$ cat src/rtl/core/fmtpc_pkg.sv
// shared types, codes and sizes for the file metadata table with permission check
// no dependencies; the top level and the testbench refer to it by scoped names

package fmtpc_pkg;

   // table size and the index width that follows from it
   localparam int TABLE_ENTRIES = 16;
   localparam int IDX_W         = $clog2(TABLE_ENTRIES);

   // mode constants
   localparam logic [15:0] MODE_PERM_MASK = 16'o777;
   localparam logic [15:0] DEFAULT_MODE   = 16'o755;
   localparam logic [2:0]  ROOT_EXTRA     = 3'd6;

   // operation codes
   localparam logic [2:0] FUNC_WRITE  = 3'd0;
   localparam logic [2:0] FUNC_REMOVE = 3'd1;
   localparam logic [2:0] FUNC_RENAME = 3'd2;
   localparam logic [2:0] FUNC_QUERY  = 3'd3;
   localparam logic [2:0] FUNC_EXISTS = 3'd4;

   // control register indexes
   localparam logic [2:0] CSR_REAL_UID      = 3'd0;
   localparam logic [2:0] CSR_REAL_GID      = 3'd1;
   localparam logic [2:0] CSR_EFFECTIVE_UID = 3'd2;
   localparam logic [2:0] CSR_EFFECTIVE_GID = 3'd3;
   localparam logic [2:0] CSR_CREATE_MASK   = 3'd4;

   localparam logic [8:0] CREATE_MASK_RESET = 9'd18;

   // request beat
   typedef struct packed {
      logic [2:0]  func;
      logic [63:0] key_high;
      logic [63:0] key_low;
      logic [63:0] new_key_high;
      logic [63:0] new_key_low;
      logic [15:0] file_mode;
      logic [31:0] owner_id;
      logic [31:0] group_id;
      logic        is_create;
      logic        use_real_ids;
   } req_type;

   // response beat
   typedef struct packed {
      logic        status;
      logic        found;
      logic [2:0]  perm_bits;
      logic [15:0] stored_mode;
      logic [31:0] stored_owner;
      logic [31:0] stored_group;
   } rsp_type;

   // one table record as kept in the record memory
   typedef struct packed {
      logic [63:0] key_high;
      logic [63:0] key_low;
      logic [15:0] mode;
      logic [31:0] owner;
      logic [31:0] group;
   } rec_type;

   localparam int REC_W = $bits(rec_type);

   // sequencer states
   typedef enum logic [1:0] {
      ST_IDLE,
      ST_SCAN,
      ST_FETCH,
      ST_FINISH
   } state_type;

endpackage

$ cat src/rtl/core/fmtpc_ram.sv
// generic single write port, single read port memory with registered read data
// no dependencies

module fmtpc_ram #(
   parameter int WIDTH = 8,
   parameter int DEPTH = 16
) (
   input  logic                     clock,
   input  logic                     wr_en,
   input  logic [$clog2(DEPTH)-1:0] wr_addr,
   input  logic [WIDTH-1:0]         wr_data,
   input  logic                     rd_en,
   input  logic [$clog2(DEPTH)-1:0] rd_addr,
   output logic [WIDTH-1:0]         rd_data
);

   logic [WIDTH-1:0] mem [DEPTH];
   logic [WIDTH-1:0] rd_data_ff;

   // write port
   always_ff @(posedge clock) begin
      if (wr_en) begin
         mem[wr_addr] <= wr_data;
      end
   end

   // registered read port
   always_ff @(posedge clock) begin
      if (rd_en) begin
         rd_data_ff <= mem[rd_addr];
      end
   end

   assign rd_data = rd_data_ff;

endmodule

$ cat src/rtl/core/file_meta_table_perm_check.sv
// top level of the file metadata table with permission check
// depends on fmtpc_pkg and fmtpc_ram

// Each request beat (write, remove, rename, query, exists check) is taken at a rising edge
// with start high and busy low. The block then holds busy high while its sequencer walks
// the record memory through its single read port, one entry per cycle, looking for the
// key, the rename target and the lowest free entry at once. The fetch state then re-reads
// the matching record and the finish state completes the update; busy stays high through
// both, so no new beat is taken until the update is done. The response beat is shown on
// rsp_data for exactly one cycle with rsp_valid high; the receiver cannot stall it, so it
// must take every beat. A new start is taken in the same cycle that a response is shown.
// Entry valid bits sit in flip-flops cleared by reset, so no clearing pass runs after reset.
// Control registers may be written through the csr port whenever no request is in flight.

module file_meta_table_perm_check (
   input  logic              clock,
   input  logic              reset,
   input  logic              start,
   output logic              busy,
   input  fmtpc_pkg::req_type req_data,
   output logic              rsp_valid,
   output fmtpc_pkg::rsp_type rsp_data,
   input  logic              csr_we,
   input  logic [2:0]        csr_addr,
   input  logic [31:0]       csr_wdata
);

   // sequencer and request
   fmtpc_pkg::state_type state_ff, state_in;
   fmtpc_pkg::req_type   req_ff, req_in;
   logic [fmtpc_pkg::IDX_W-1:0] scan_ff, scan_in;

   // scan results
   logic                        hit_ff, hit_in;
   logic [fmtpc_pkg::IDX_W-1:0] hit_idx_ff, hit_idx_in;
   logic                        tgt_hit_ff, tgt_hit_in;
   logic [fmtpc_pkg::IDX_W-1:0] tgt_idx_ff, tgt_idx_in;
   logic                        free_hit_ff, free_hit_in;
   logic [fmtpc_pkg::IDX_W-1:0] free_idx_ff, free_idx_in;

   // entry valid bits
   logic [fmtpc_pkg::TABLE_ENTRIES-1:0] valid_ff, valid_in;

   // control registers
   logic [31:0] real_uid_ff, real_gid_ff, eff_uid_ff, eff_gid_ff;
   logic [8:0]  create_mask_ff;

   // response register
   logic               rsp_valid_ff, rsp_valid_in;
   fmtpc_pkg::rsp_type rsp_ff, rsp_in;

   // record memory port signals
   logic                        ram_wr_en, ram_rd_en;
   logic [fmtpc_pkg::IDX_W-1:0] ram_wr_addr, ram_rd_addr;
   fmtpc_pkg::rec_type          ram_wr_rec, ram_rd_rec;
   logic [fmtpc_pkg::REC_W-1:0] ram_rd_data;

   // compare unit and finish datapath
   logic        entry_live, key_hit, new_key_hit, start_ok, same_key;
   logic [15:0] wr_mode, q_mode;
   logic [31:0] q_owner, q_group, q_uid, q_gid;
   logic [2:0]  q_perm;

   fmtpc_ram #(
      .WIDTH (fmtpc_pkg::REC_W),
      .DEPTH (fmtpc_pkg::TABLE_ENTRIES)
   ) u_rec_ram (
      .clock   (clock),
      .wr_en   (ram_wr_en),
      .wr_addr (ram_wr_addr),
      .wr_data (ram_wr_rec),
      .rd_en   (ram_rd_en),
      .rd_addr (ram_rd_addr),
      .rd_data (ram_rd_data)
   );

   assign ram_rd_rec = fmtpc_pkg::rec_type'(ram_rd_data);
   assign busy       = (state_ff != fmtpc_pkg::ST_IDLE);
   assign start_ok   = start && !busy;
   assign rsp_valid  = rsp_valid_ff;
   assign rsp_data   = rsp_ff;

   // key compare against the entry read in the previous cycle
   assign entry_live  = valid_ff[scan_ff];
   assign key_hit     = entry_live && (ram_rd_rec.key_high == req_ff.key_high)
                        && (ram_rd_rec.key_low == req_ff.key_low);
   assign new_key_hit = entry_live && (ram_rd_rec.key_high == req_ff.new_key_high)
                        && (ram_rd_rec.key_low == req_ff.new_key_low);
   assign same_key    = (req_ff.key_high == req_ff.new_key_high)
                        && (req_ff.key_low == req_ff.new_key_low);

   // mode to store on write
   assign wr_mode = req_ff.is_create
                    ? (req_ff.file_mode & ~{7'd0, create_mask_ff} & fmtpc_pkg::MODE_PERM_MASK)
                    : req_ff.file_mode;

   // query record or defaults, and the granted bits
   assign q_mode  = hit_ff ? ram_rd_rec.mode  : fmtpc_pkg::DEFAULT_MODE;
   assign q_owner = hit_ff ? ram_rd_rec.owner : eff_uid_ff;
   assign q_group = hit_ff ? ram_rd_rec.group : eff_gid_ff;
   assign q_uid   = req_ff.use_real_ids ? real_uid_ff : eff_uid_ff;
   assign q_gid   = req_ff.use_real_ids ? real_gid_ff : eff_gid_ff;

   always_comb begin
      if ((q_uid == q_owner) || (q_uid == 32'd0)) begin
         q_perm = q_mode[8:6];
      end else if (q_gid == q_group) begin
         q_perm = q_mode[5:3];
      end else begin
         q_perm = q_mode[2:0];
      end
      if (q_uid == 32'd0) begin
         q_perm = q_perm | fmtpc_pkg::ROOT_EXTRA;
      end
   end

   // sequencer state register
   always_ff @(posedge clock) begin
      if (reset) begin
         state_ff <= fmtpc_pkg::ST_IDLE;
      end else begin
         state_ff <= state_in;
      end
   end

   // control state registers
   always_ff @(posedge clock) begin
      if (reset) begin
         scan_ff      <= '0;
         hit_ff       <= 1'b0;
         tgt_hit_ff   <= 1'b0;
         free_hit_ff  <= 1'b0;
         valid_ff     <= '0;
         rsp_valid_ff <= 1'b0;
      end else begin
         scan_ff      <= scan_in;
         hit_ff       <= hit_in;
         tgt_hit_ff   <= tgt_hit_in;
         free_hit_ff  <= free_hit_in;
         valid_ff     <= valid_in;
         rsp_valid_ff <= rsp_valid_in;
      end
   end

   // payload registers
   always_ff @(posedge clock) begin
      req_ff      <= req_in;
      hit_idx_ff  <= hit_idx_in;
      tgt_idx_ff  <= tgt_idx_in;
      free_idx_ff <= free_idx_in;
      rsp_ff      <= rsp_in;
   end

   // control registers written through the csr port
   always_ff @(posedge clock) begin
      if (reset) begin
         real_uid_ff    <= '0;
         real_gid_ff    <= '0;
         eff_uid_ff     <= '0;
         eff_gid_ff     <= '0;
         create_mask_ff <= fmtpc_pkg::CREATE_MASK_RESET;
      end else if (csr_we) begin
         unique case (csr_addr)
            fmtpc_pkg::CSR_REAL_UID:      real_uid_ff    <= csr_wdata;
            fmtpc_pkg::CSR_REAL_GID:      real_gid_ff    <= csr_wdata;
            fmtpc_pkg::CSR_EFFECTIVE_UID: eff_uid_ff     <= csr_wdata;
            fmtpc_pkg::CSR_EFFECTIVE_GID: eff_gid_ff     <= csr_wdata;
            fmtpc_pkg::CSR_CREATE_MASK:   create_mask_ff <= csr_wdata[8:0];
            default: ;
         endcase
      end
   end

   // next state, scan bookkeeping, table update and response
   always_comb begin
      state_in     = state_ff;
      req_in       = req_ff;
      scan_in      = scan_ff;
      hit_in       = hit_ff;
      hit_idx_in   = hit_idx_ff;
      tgt_hit_in   = tgt_hit_ff;
      tgt_idx_in   = tgt_idx_ff;
      free_hit_in  = free_hit_ff;
      free_idx_in  = free_idx_ff;
      valid_in     = valid_ff;
      rsp_valid_in = 1'b0;
      rsp_in       = rsp_ff;
      ram_rd_en    = 1'b0;
      ram_rd_addr  = scan_ff + fmtpc_pkg::IDX_W'(1);
      ram_wr_en    = 1'b0;
      ram_wr_addr  = hit_idx_ff;
      ram_wr_rec   = ram_rd_rec;

      unique case (state_ff)
         fmtpc_pkg::ST_IDLE: begin
            // take the beat and read entry zero
            if (start_ok) begin
               req_in      = req_data;
               scan_in     = '0;
               hit_in      = 1'b0;
               tgt_hit_in  = 1'b0;
               free_hit_in = 1'b0;
               ram_rd_en   = 1'b1;
               ram_rd_addr = '0;
               state_in    = fmtpc_pkg::ST_SCAN;
            end
         end

         fmtpc_pkg::ST_SCAN: begin
            // first match of key, target key and free entry
            if (!hit_ff && key_hit) begin
               hit_in     = 1'b1;
               hit_idx_in = scan_ff;
            end
            if (!tgt_hit_ff && new_key_hit) begin
               tgt_hit_in = 1'b1;
               tgt_idx_in = scan_ff;
            end
            if (!free_hit_ff && !entry_live) begin
               free_hit_in = 1'b1;
               free_idx_in = scan_ff;
            end
            if (scan_ff == fmtpc_pkg::IDX_W'(fmtpc_pkg::TABLE_ENTRIES - 1)) begin
               state_in = fmtpc_pkg::ST_FETCH;
            end else begin
               ram_rd_en = 1'b1;
               scan_in   = scan_ff + fmtpc_pkg::IDX_W'(1);
            end
         end

         fmtpc_pkg::ST_FETCH: begin
            // re-read the matching record
            ram_rd_en   = 1'b1;
            ram_rd_addr = hit_idx_ff;
            state_in    = fmtpc_pkg::ST_FINISH;
         end

         fmtpc_pkg::ST_FINISH: begin
            rsp_in       = '0;
            rsp_valid_in = 1'b1;
            state_in     = fmtpc_pkg::ST_IDLE;
            case (req_ff.func)
               fmtpc_pkg::FUNC_WRITE: begin
                  ram_wr_rec.key_high = req_ff.key_high;
                  ram_wr_rec.key_low  = req_ff.key_low;
                  ram_wr_rec.mode     = wr_mode;
                  ram_wr_rec.owner    = req_ff.owner_id;
                  ram_wr_rec.group    = req_ff.group_id;
                  if (hit_ff || free_hit_ff) begin
                     ram_wr_en = 1'b1;
                     if (!hit_ff) begin
                        ram_wr_addr           = free_idx_ff;
                        valid_in[free_idx_ff] = 1'b1;
                     end
                     rsp_in.found        = hit_ff;
                     rsp_in.stored_mode  = wr_mode;
                     rsp_in.stored_owner = req_ff.owner_id;
                     rsp_in.stored_group = req_ff.group_id;
                  end else begin
                     rsp_in.status = 1'b1;
                  end
               end
               fmtpc_pkg::FUNC_REMOVE: begin
                  if (hit_ff) begin
                     valid_in[hit_idx_ff] = 1'b0;
                  end
                  rsp_in.found = hit_ff;
               end
               fmtpc_pkg::FUNC_RENAME: begin
                  // drop any record at the target key, then rekey in place
                  if (hit_ff && !same_key) begin
                     if (tgt_hit_ff) begin
                        valid_in[tgt_idx_ff] = 1'b0;
                     end
                     ram_wr_en           = 1'b1;
                     ram_wr_rec.key_high = req_ff.new_key_high;
                     ram_wr_rec.key_low  = req_ff.new_key_low;
                  end
                  rsp_in.found = hit_ff;
               end
               fmtpc_pkg::FUNC_QUERY: begin
                  rsp_in.found        = hit_ff;
                  rsp_in.perm_bits    = q_perm;
                  rsp_in.stored_mode  = q_mode;
                  rsp_in.stored_owner = q_owner;
                  rsp_in.stored_group = q_group;
               end
               fmtpc_pkg::FUNC_EXISTS: begin
                  rsp_in.found = hit_ff;
               end
               default: ;
            endcase
         end

         default: state_in = fmtpc_pkg::ST_IDLE;
      endcase
   end

`ifndef ASSERT_OFF
   // a response beat only follows the finishing step
   a_rsp_after_finish: assert property (@(posedge clock) disable iff (reset)
      rsp_valid_ff |-> $past(state_ff == fmtpc_pkg::ST_FINISH))
      else $error("response beat without a finishing step");

   // an accepted beat starts the scan
   a_accept_scan: assert property (@(posedge clock) disable iff (reset)
      start_ok |=> (state_ff == fmtpc_pkg::ST_SCAN) && (scan_ff == '0))
      else $error("accepted beat did not start the scan");

   // the scan ends after the last entry
   a_scan_end: assert property (@(posedge clock) disable iff (reset)
      (state_ff == fmtpc_pkg::ST_SCAN)
      && (scan_ff == fmtpc_pkg::IDX_W'(fmtpc_pkg::TABLE_ENTRIES - 1))
      |=> (state_ff == fmtpc_pkg::ST_FETCH))
      else $error("scan did not end at the last entry");

   // table full is reported only when every entry was valid
   a_full_status: assert property (@(posedge clock) disable iff (reset)
      rsp_valid_ff && rsp_ff.status |-> $past(&valid_ff) && !rsp_ff.found)
      else $error("table full reported with a free entry");
`endif

endmodule

$ cat config.mk
export PLATFORM = sky130hd
export DESIGN_NAME = file_meta_table_perm_check
export DESIGN_NICKNAME = d
export VERILOG_FILES = /design/src/rtl/core/fmtpc_pkg.sv /design/src/rtl/core/fmtpc_ram.sv /design/src/rtl/core/file_meta_table_perm_check.sv
export SDC_FILE = /design/constraint.sdc
export NUM_CORES = 2
export LEC_CHECK = 0
export BUFFER_PORTS_ARGS = -buffer_cell sky130_fd_sc_hd__buf_2
export CAP_MARGIN = 25
export CELL_PAD_IN_SITES_DETAIL_PLACEMENT = 2
export CELL_PAD_IN_SITES_GLOBAL_PLACEMENT = 2
export CORE_UTILIZATION = 32
export DETAILED_ROUTE_END_ITERATION = 16
export PLACE_DENSITY = 0.67
export RECOVER_POWER = 25
export SLEW_MARGIN = 30
export SYNTH_ARGS = -nofsm -noshare
export SYNTH_HDL_FRONTEND = slang
export SYNTH_SLANG_ARGS = --single-unit
$ cat constraint.sdc
create_clock -name clock -period 25.8 [get_ports clock]
set_input_delay 0 -clock clock [delete_from_list [all_inputs] [get_ports clock]]
set_output_delay 0 -clock clock [all_outputs]
set_load 0.005 [all_outputs]
After elaboration in Yosys (flattened, before gate mapping)
Memories as Yosys holds them, arrays and structs flattened. A register that Yosys moved wholly into a read port is not among the register bits.
Index checks and enable logic that the tools add are counted.
Word-level totals
  bits of input ports: 380
  bits in writable memories: 3328
  memories: 1
  output and inout bits: 87
  register bits: 601
  word-level logic and storage cells: 183
Memory list
  u_rec_ram.mem: words 16, bits a word 208, rd ports 1, clocked after Yosys merged registers in 1, write ports 1, RTL line fmtpc_ram.sv:17  | logic [WIDTH-1:0] mem [DEPTH];
Cells by class
  reductions and logical operators: 44
  bitwise gates (word level): 7
  eq/ne operators: 31
  add/sub/neg operators: 1
  order comparisons: 7
  mux-type cells: 61
Operators by type and width (number)
  $eq 64x64->1: 6
  $pmux 128 s2: 1
  $mux 208: 1
  $mux 80: 2
  $pmux 80 s2: 1
  $mux 128: 1
  $mux 32: 4
  $mux 16: 7
  $eq 32x32->1: 2
  $pmux 16 s3: 1
  $and 16x16->16: 2
  $logic_not 32->1: 1
  $not 16->16: 2
  $mux 4: 7
  $ne 2x2->1 const B: 11
  $lt 4x5->1 const B: 4
  $reduce_and 2->1: 10
  $mux 1: 18
  $or 16x16->16: 1
  $pmux 4 s2: 2
  $logic_and 1x1->1: 13
  $demux 1 s4: 3
  $eq 3x2->1 const B: 4
  $ge 4x1->1 const B: 3
  23 further kinds: 44

Logic depth before layout (Yosys ltp)
  depth after elaboration: 9
  gate-level depth with buffers: 12
  mapped depth without buffers: 10

Hierarchy
A second synthesis with hierarchy kept.
Unflattened totals
  cells, all modules: 8483
  area total of the unflattened synthesis: 161845.2 µm²
By module, submodules not included
  fmtpc_ram: cells each 5468, instances 1, area each 130813.0 µm², sequential area each 106181.8 µm²
  file_meta_table_perm_check: cells each 3015, instances 1, area each 31032.3 µm², sequential area each 16415.7 µm²

Least setup slack after synthesis
OpenSTA, ideal clock, no wires.
  kind: register -> register
  start point: register state_ff[1]
  end point: memory u_rec_ram.mem[1][0] in the netlist's numbering, enable pin
  stages on the path, launching flop included: 9
  library setup time: 1.031 ns
  buffers on the path: 1
  required time: 24.769 ns
  arrival: 18.272 ns
  period minus slack after synthesis: 19.302 ns
  path slack: 6.498 ns
  cells stage by stage: dfxtp_1 ha_1 nand2b_1 nor3_2 nand3_1 mux2i_1 or3b_2 clkbuf_1 nor3_1
Between the ends
  longest elaborated chain between the ends: 4
  elaborated cells between the ends (all ways): 5
  those cells by class: eq/ne (1); mux (4)
RTL lines
  from (decl): RTL line file_meta_table_perm_check.sv:29  | fmtpc_pkg::state_type state_ff, state_in;
  from (signal assigned): RTL line file_meta_table_perm_check.sv:120  | state_ff <= fmtpc_pkg::ST_IDLE;
  from (signal assigned): RTL line file_meta_table_perm_check.sv:122  | state_ff <= state_in;
  $eq 2x2->1 *: RTL line file_meta_table_perm_check.sv:194  | unique case (state_ff)
  $mux 1: RTL line file_meta_table_perm_check.sv:194
  $mux 1: RTL line fmtpc_ram.sv:22  | if (wr_en) begin
  $mux 1 (implied by the code): RTL line fmtpc_ram.sv:23  | mem[wr_addr] <= wr_data;
  to (decl): RTL line fmtpc_ram.sv:17
Mark *: on every way between the ends. The rest lies on a longest branch, timed or not.

Worst setup path after layout
  start point: register state_ff[0]
  end point: register req_ff[177] in the netlist's numbering, enable pin
Between the ends
  longest elaborated chain between the ends: 4
  elaborated cells between the ends (all ways): 5
  those cells by class: reduce/logical (5)
RTL lines
  $reduce_bool 2->1: RTL line file_meta_table_perm_check.sv:78  | assign busy = (state_ff != fmtpc_pkg::ST_IDLE);
  $logic_not 1->1: RTL line file_meta_table_perm_check.sv:79  | assign start_ok = start && !busy;
  $logic_and 1x1->1: RTL line file_meta_table_perm_check.sv:79
  $reduce_and 2->1 (no source line) *
  to (signal assigned): RTL line file_meta_table_perm_check.sv:147  | req_ff <= req_in;
  to (decl): RTL line file_meta_table_perm_check.sv:30  | fmtpc_pkg::req_type req_ff, req_in;
Marks and branches as above.
A chain may end at the register's enable or synchronous reset.

==> key figures <==
Yosys
  – Top cells by instance count after synthesis: 3,974 x edfxtp_1, 1,029 x nand2_1, 837 x mux4_2, 321 x and2_1, 293 x xor2_1
  – Synth area leaders: edfxtp_1 73%, mux4_2 12%, nand2_1 2.4%, dfxtp_1 2.0%, xor2_1 1.6%
  – Number of flops mapped to enable cells by yosys: 3,974
  – Mapped cell area: 164,000 µm²
  – Synth area leader: edfxtp_1
  – Synth Warn #: 0
  – Synth cell types: 66
  – Post-synth net total: 9,161
  – Async SR Flop Fraction: 0%
  – Post-Synthesis Cells: 8,775
  – Avg Cell Area, Syn: 18.7 µm²
  – Most numerous cell in the Yosys netlist: edfxtp_1
  – Yosys top cell area share: 72.9%
  – Dominant synthesized flop cell: edfxtp_1
  – Register area share after synthesis: 74.9%
  – Yosys reg bits: 4,137

STA
  – Final period utilization: 51.3%
  – Clock Skew: 0.119 ns
  – Endpoints failing setup: 0
  – Highest clock rate: 75.5 MHz
  – Slew Viols, Final: 997
  – Final hold violations: 0
  – Worst setup margin: 12.56 ns
  – RSZ-0062 raised after global routing: no
  – Setup TNS: 0 ns
  – Slew margin rel.: -491%
  – Min Tclk post-route: 13.24 ns
  – Tightest Pin Transition: 8.87 ns

Layout
  – Multi-input gate area: 38,600 µm²
  – Nets: 10.5k
  – Layout cell share with drive strength beyond 1: 17.3%
  – Area Overhead vs Synth: 19.2%
  – Register Area: 123,000 µm²
  – # fillers: 49.2k

CTS
  – TritonCTS clock tree: yes
  – Worst skew pair latency: 1.05 ns
  – Clk sinks: 4,137
  – Clk slew on worst S/H paths: 0.07 ns
  – H-tree levels: 5
  – CTS Buffer Depth: 4
  – Number of post-CTS setup repair buffers: 0
  – Root buf cell: clkbuf_16
  – CTS resizes: 0
  – TritonCTS buffer count: 432

Critical path
  – Critical path's slowest cell: clkinvlp_2
  – Worst-path cell chain: inv_1 -> ha_1 -> nand2_1 -> clkinvlp_2 -> clkbuf_1 -> clkbuf_1 -> buf_4
  – Most used cell along the critical path: clkbuf_1
  – Req. time, crit path: 26.45 ns
  – Kind of critical path: flop to flop
  – WP data arrival: 13.89 ns
  – CP peak stage delay: 3.73 ns
  – Crit Path Max Fanout: 77
  – Endpoint type of the worst setup path: flop
  – R2r setup slk: 12.56 ns
  – Type of origin of the critical path: flop

GRT
  – Total congestion overflow: 0
  – Initial antenna violation count: 71
  – GR Util All Layers: 24.5%
  – First-pass GRT wire length: 883,000 µm
  – Vias in the first global route: 104k
  – Largest net degree at the start of global routing: 135

Drt
  – Iter 0 DRT Violations: 12.3k
  – Post-DR wirelength/cell: 37.4 µm
  – # DRC: 0
  – Routed vias: 98.5k
  – Pre-antenna DRT Iters: 6
  – Drt total wl: 645,000 µm
  – DR vias/cell: 5.71
  – Final ANT Viol Nets: 0

Job
  – Max-cap violations: 25

Run status
  – Status: finished, violations left
  – Failing checks: max-capacitance violations, max-slew violations

Floorplan
  – Die ar.: 514,000 µm²
  – Core area: 509,000 µm²
  – Die Span Y: 717 µm
  – Initial core utilization: 32.1%
  – Die W: 717 µm
  – Top Ports: 467
  – Row cnt: 262

Worst hold path
  – Worst min-delay path class: input port to flop

Place
  – IO buf count: 466
  – Routability congestion estimate: 0.967
  – Setup WS pre-CTS: 18.60 ns
  – Dpl hpwl: 363,000 µm

Power and ir drop
  – Power per cell area: 113 nW/µm²
  – Peak supply drop: 0.000113 V
  – Leak Pwr: 61.0 nW
kinds of logic (layout without fill, tap and decap cells):
group | count (synthesis) | count (layout) | synth area share (%)
other cells | 0 | 27 | 0
simple gates | 1716 | 1716 | 4.87
fa+ha+maj | 6 | 6 | 0.0459
flops | 4137 | 4137 | 74.9
xor+xnor | 458 | 458 | 2.45
buf+inv | 568 | 2293 | 1.63
compound gates | 978 | 978 | 4.14
mux | 912 | 912 | 12.0
metal layers:
layer	vias up	global-route usage (%)	wire [µm]
met2	5603	40.9	311000
met3	1346	4.73	53700
met4	24	10.0	30800
met5	-	0	171
met1	53500	31.4	249000
li1	38000	-	-
where the power goes:
group	internal [mW]	total, mW	switching [mW]
logic	2.30	6.16	3.86
clock network	3.41	6.26	2.85
registers	8.83	9.65	0.826
layout by cell type, fill, tap and decap left out, types with 19 or more instances in the layout:
| master | netlist | layout |
|---|---|---|
| nor4_1 | 95 | 90 |
| nand2b_1 | 19 | 19 |
| buf_2 | 125 | 192 |
| a21oi_1 | 172 | 171 |
| nand2_1 | 1029 | 1029 |
| bufinv_16 | 0 | 28 |
| diode_2 | 0 | 27 |
| dfxtp_1 | 163 | 163 |
| a31oi_1 | 220 | 220 |
| dlygate4sd3_1 | 0 | 774 |
| clkinv_2 | 0 | 82 |
| nor3_1 | 41 | 25 |
| clkbuf_1 | 264 | 396 |
| edfxtp_1 | 3974 | 3974 |
| a221o_1 | 130 | 130 |
| o22ai_1 | 42 | 42 |
| a211oi_1 | 224 | 224 |
| buf_4 | 55 | 94 |
| o21ai_0 | 97 | 95 |
| inv_1 | 92 | 91 |
| buf_12 | 0 | 30 |
| nor2_1 | 55 | 55 |
| mux4_2 | 837 | 837 |
| nor2b_1 | 37 | 36 |
| nand4_1 | 62 | 62 |
| xor2_1 | 293 | 293 |
| xnor2_1 | 165 | 164 |
| clkbuf_16 | 0 | 438 |
| mux2i_1 | 73 | 72 |
| nand3_1 | 26 | 25 |
| and2_1 | 321 | 319 |
| clkinv_1 | 0 | 96 |
flip-flops by register name, indices dropped and copies added (netlist names), 32 cells and up:
signal / cells
u_rec_ram.rd_data: 208
eff_uid_ff: 32
rsp_data: 85
req_ff: 341
eff_gid_ff: 32
real_gid_ff: 32
real_uid_ff: 32
u_rec_ram.mem: 3328
critical path: cells and delay by family (launching register included):
kind | cells | cell delay (ns)
adder cells (fa/ha/maj) | 1 | 0.33
buffers and inverters | 5 | 11.77
flip-flops | 1 | 0.35
AND/OR/NAND/NOR | 1 | 0.25
final cells by class:
| type | instances | area share, % |
|---|---|---|
| flip-flops and latches | 4137 | 62.8 |
| multi-input cells | 4070 | 19.8 |
| repair buffers | 1414 | 5.91 |
| clock buffers | 541 | 5.84 |
| well taps | 6732 | 4.32 |
| clock inverters | 246 | 1.07 |
| inverters | 92 | 0.178 |
| diodes | 27 | 0.0346 |
worst paths after layout:
kind | from | end | depth (start not counted)
max reg2reg | state_ff[0] | req_ff[177] | 7
min | reset | eff_uid_ff[16] | 3
max | state_ff[0] | req_ff[177] | 7
min reg2reg | create_mask_ff[3] | create_mask_ff[3] | 2
what timing repair did:
item                       4_1_cts  5_1_grt
hold endpoints to repair       488        0
hold buffers                   774        0
setup endpoints to repair        0        0
stage by stage:
step                util [%]  instance area (µm²)  power, mW  hold slack (ns)  instances
finish                  38.3               195000       22.1           0.0969      17300
global route            38.3               195000       22.6            0.101      17200
CTS                     38.3               195000       21.9         0.000256      17200
detailed placement      34.2               174000       15.6            0.178      15700
global placement        34.2               174000       15.2            0.177      15700
floorplan                  -               164000       13.2           0.0989       8775
Power figures use the tool's default switching activity.
